--- src/rtl/assert_macros.svh ---
// Assertion macros shared by the character LCD queue RTL.
// Each macro expects clk and rst_n to be visible where it is used.
`ifndef ASSERT_MACROS_SVH
`define ASSERT_MACROS_SVH

// The expression must hold at every clock edge outside reset.
`define CLCD_ASSERT(label, expr, msg) \
    label: assert property (@(posedge clk) disable iff (!rst_n) (expr)) else $error(msg);

// When the antecedent holds, the consequent must hold in the cycle after.
`define CLCD_ASSERT_NEXT(label, ante, cons, msg) \
    label: assert property (@(posedge clk) disable iff (!rst_n) (ante) |=> (cons)) \
        else $error(msg);

`endif

--- src/rtl/clcd_pkg.sv ---
// Shared types and constants for the character LCD write queue.
// No dependencies; used by the controller, the datapath and the top level.
package clcd_pkg;

    localparam int QUEUE_DEPTH_DEF = 128;
    localparam int NUM_BUFS        = 4;

    localparam int TICK_W  = 10;
    localparam int WAIT_W  = 16;
    localparam int CFG_W   = 16;
    localparam int INDEX_W = 2;
    localparam int ENTRY_W = 12;

    localparam logic [INDEX_W-1:0] REG_TICK_PERIOD = 2'd0;
    localparam logic [INDEX_W-1:0] REG_INSTR_WAIT  = 2'd1;

    localparam logic [TICK_W-1:0] TICK_PERIOD_RST = 10'd1;
    localparam logic [WAIT_W-1:0] INSTR_WAIT_RST  = 16'd50;

    localparam logic [7:0] LCD_SET_ADDR = 8'h80;
    localparam logic [7:0] LCD_LINE2    = 8'h40;

    // Commands from the controller to the datapath.
    typedef struct packed {
        logic load_out;
        logic push;
        logic wait_sub;
        logic load_instr;
        logic load_period;
        logic emit_instr;
        logic emit_data;
        logic pop;
    } cmd_t;

    // Status from the datapath to the controller.
    typedef struct packed {
        logic out_free;
        logic wait_zero;
        logic any_ready;
    } sts_t;

endpackage

--- src/rtl/clcd_ctrl.sv ---
// Controller of the character LCD write queue: handshake and phase machine.
// Depends on clcd_pkg and assert_macros.svh.
`include "assert_macros.svh"

module clcd_ctrl
    import clcd_pkg::*;
(
    input  logic clk,
    input  logic rst_n,
    input  logic in_tvalid,
    input  logic op,
    input  sts_t sts,
    output logic in_tready,
    output cmd_t cmd
);

    typedef enum logic [1:0] {
        PH_IDLE,
        PH_MOVE,
        PH_DISPLAY
    } phase_t;

    phase_t phase_reg;
    phase_t phase_next;
    logic   accept;

    assign in_tready = sts.out_free;
    assign accept    = in_tvalid && in_tready;

    always_comb
    begin
        cmd        = '0;
        phase_next = phase_reg;
        if (accept)
        begin
            cmd.load_out = 1'b1;
            if (!op)
            begin
                cmd.push = 1'b1;
            end
            else if (!sts.wait_zero)
            begin
                cmd.wait_sub = 1'b1;
            end
            else
            begin
                case (phase_reg)
                    PH_MOVE:
                    begin
                        cmd.emit_instr = 1'b1;
                        cmd.load_instr = 1'b1;
                        phase_next     = PH_DISPLAY;
                    end
                    PH_DISPLAY:
                    begin
                        cmd.emit_data   = 1'b1;
                        cmd.load_period = 1'b1;
                        cmd.pop         = sts.any_ready;
                        phase_next      = sts.any_ready ? PH_MOVE : PH_IDLE;
                    end
                    default:
                    begin
                        // The decremented wait is already zero here, so the wait is cleared.
                        cmd.wait_sub = 1'b1;
                        cmd.pop      = sts.any_ready;
                        phase_next   = sts.any_ready ? PH_MOVE : PH_IDLE;
                    end
                endcase
            end
        end
    end

    always_ff @(posedge clk or negedge rst_n)
    begin
        if (!rst_n)
        begin
            phase_reg <= PH_IDLE;
        end
        else
        begin
            phase_reg <= phase_next;
        end
    end

    `CLCD_ASSERT_NEXT(a_instr_then_display, cmd.emit_instr, phase_reg == PH_DISPLAY,
        "set-address write not followed by the display phase")
    `CLCD_ASSERT_NEXT(a_pop_then_move, cmd.pop, phase_reg == PH_MOVE,
        "pop not followed by the move phase")
    `CLCD_ASSERT(a_push_alone, !cmd.push || (!cmd.pop && !cmd.emit_data && !cmd.emit_instr),
        "push request mixed with LCD activity")

endmodule

--- config.mk ---
export PLATFORM = sky130hd
export DESIGN_NAME = clcd_ctrl
export DESIGN_NICKNAME = d
export VERILOG_FILES = /design/src/rtl/clcd_pkg.sv /design/src/rtl/clcd_ctrl.sv
export VERILOG_INCLUDE_DIRS = /design/src /design/src/rtl
export SDC_FILE = /design/constraint.sdc
export NUM_CORES = 1
export LEC_CHECK = 0
export BUFFER_PORTS_ARGS = -buffer_cell sky130_fd_sc_hd__buf_2
export CORE_AREA = 2 2 39 41
export CTS_CLUSTER_DIAMETER = 150
export CTS_CLUSTER_SIZE = 10
export DETAILED_ROUTE_END_ITERATION = 8
export DIE_AREA = 0 0 41 43
export HOLD_SLACK_MARGIN = 0.12
export SYNTH_ARGS = -nofsm -noshare
export SYNTH_HDL_FRONTEND = slang
export SYNTH_SLANG_ARGS = --single-unit
export TNS_END_PERCENT = 1
--- constraint.sdc ---
create_clock -name clk -period 1 [get_ports clk]
set_input_delay 0.05 -clock clk [delete_from_list [all_inputs] [get_ports clk]]
set_output_delay 0.05 -clock clk [all_outputs]
set_load 0.02 [all_outputs]
==> results.md <==
* Setup ws final at -0.269 ns
* ANT cells at 0
* P&R area growth vs syn at 75.6%
* Failing checks: negative setup slack
* Routed Antenna Nets at 0
* Worst Setup Start Kind: flip-flop
* Synth cell types at 14
* Max reg flops at 2
* # fillers at 148
* Clock transition at path regs at 0.03 ns
* Die span in x at 41 µm
* Crit path max fanout at 3
* PD cells at 1600 nW/µm²
* Critical R2R Capture: phase_reg[0]
* Routed vias/inst at 3.55
* Share of the synthesized area in the top cell type at 24.4%
* Worst VDD drop at 0.428 mV
* Core Area at 1380 µm²
* Clk buf depth at 2
* Tmin final at 1.27 ns
* Crit path DAT at 1.22 ns
* Fin crit share at 127%
* Row cnt at 14
* #FFs+latches synth at 2
* Routability congestion estimate at 0.633
* Die Height at 43 µm
* Die area at 1760 µm²
* Largest net degree at the start of global routing at 5
* Vias at 195
* Wire length per cell at 8.16 µm
* Mapped Cells at 23
* Commonest non-fill, non-tap cell in the layout: buf_2
* CTS buffer count at 3
* Gr ovfl total at 0
* CTS H-Tree Depth at 1
* Synth warnings at 0
* Skew final at 0.00224 ns
* Initial Util at 14.8%
* Cells on worst reg2reg path at 4
* Nets at 50
* DR DRC count at 0
* Measured slew at the worst slew-check pin at 0.146 ns
* Synth area leader: dfrtp_1
* GRT Total Usage at 5.42%
* Total negative setup slack at -1.17 ns
* Hold/Removal Path Class: in -> async
* CP Class: reg -> out
* Syn Area/Cell at 8.92 µm²
* Max Cap Viol at 0
* Initial antenna violation count at 0
* Reg-to-reg critical path startpoint: phase_reg[1]
* Sink Count at 2
* Post-place setup slack at -0.103 ns
* Status: complete, but fails checks
* Commonest non-fill, non-tap cells in the layout: buf_2, buf_6, inv_1, clkbuf_4, buf_4
* Drt first pass iters at 2
* Finished layout cell area at 360 µm²
* Final hold viol count at 0
* # port buffers at 15
* Final wirelength at 449 µm
* Initial DRC count at 1
* Endpoints failing setup at 6
* Finished Core Util at 26.0%
* CTS tree: built
* Number of global-route vias before repair at 175
* Final Max Tran Viols at 0
* Setup crit end: cmd[0]
* First-pass GRT wire length at 641 µm
* Worst path required time at 0.95 ns
* Relative slew margins at 90.0%
* Crit path capture type: output pin
* Clk root buf: clkbuf_4
* Mapped cell area at 205 µm²
* RSZ-0062 raised after global routing: yes
* Net count after synthesis at 32
* Fraction of layout cells with a size suffix above 1 at 71.8%
* Area contributors post-synth: dfrtp_1, buf_4, ha_1
* Setup slack, reg-to-reg at 0.01 ns
* Total I/O pin count at 16
* Area after DPL at 287 µm²
* Sequential element share of the synthesized area at 24.4%
* Pleak at 0.189 nW
* Max Fclk at 0.788 GHz
* Clock Latency Late Sink at 0.22 ns
* Setup crit start: phase_reg[1]
## Yosys cell counts
master    count
buf_4         4
and4_4        1
and2_1        1
mux2i_1       1
and2_2        2
mux2_4        1
nor3_1        1
ha_1          2
inv_1         4
nand3_1       1
dfrtp_1       2
nand2b_1      1
nor2b_1       1
a21oi_1       1
## metrics by stage
step	std cells	power [mW]	hold WS, ns
6_report	55	0.577	0.139
5_1_grt	55	0.618	0.137
4_1_cts	55	0.577	0.131
3_5_place_dp	51	0.363	-0.163
3_3_place_gp	51	0.362	-0.163
2_1_floorplan	23	0.293	-0.246
## worst max-delay path, cell delays in order, from the launching register on
cell      delay [ns]
dfrtp_1         0.37
inv_1           0.06
ha_2            0.18
nand2b_4        0.14
nor3_2          0.09
buf_4           0.16
## cells by family after synthesis
| logic type | synth area share [%] |
|---|---|
| simple gates | 26.8 |
| compound gates | 2.44 |
| flops | 24.4 |
| buf+inv | 21.9 |
| mux | 12.2 |
| fa+ha+maj | 12.2 |
## routing by layer
metal | part of all wire (%) | vias up | GRT usage, %
met5 | 0 | - | 0
met2 | 53 | 8 | 8.13
met3 | 5.6 | 0 | 0
li1 | - | 102 | -
met1 | 42 | 85 | 7.07
met4 | 0 | 0 | 4.00
## report_power, final
part / internal, mW / switching (mW) / leakage [nW] / total (mW)
sequential: 0.116 / 0.0324 / 0.0249 / 0.148
combinational: 0.142 / 0.113 / 0.150 / 0.256
clock: 0.132 / 0.0414 / 0.0138 / 0.173
## cell type report
cell class              count  area (µm²)  area share, %
repair buffers             17         123           34.0
well taps                  16        20.0           5.56
flip-flops and latches      2        50.0           13.9
inverters                   4        15.0           4.17
multi-input cells          13         130           36.1
clock buffers               3        22.5           6.25
## worst min-delay path by stage
stage / depth (start not counted) / slack, ns / to
finish: 2 / 0.14 / phase_reg[1]
global route: 3 / 0.14 / phase_reg[0]
CTS: 3 / 0.13 / phase_reg[0]
detailed placement: 1 / -0.16 / phase_reg[0]
global placement: 1 / -0.16 / phase_reg[1]
floorplan: 0 / -0.25 / phase_reg[0]
## what timing repair did
item | 4_1_cts | 5_1_grt
gates resized for setup | 9 | 5
endpoints found under the hold margin | 2 | 0
buffers inserted | 0 | 0
hold buffers | 1 | 0
pin swaps | 1 | 0
endpoints found under the setup margin | 7 | 7
Note: power is estimated with default switching activity, not from simulation.
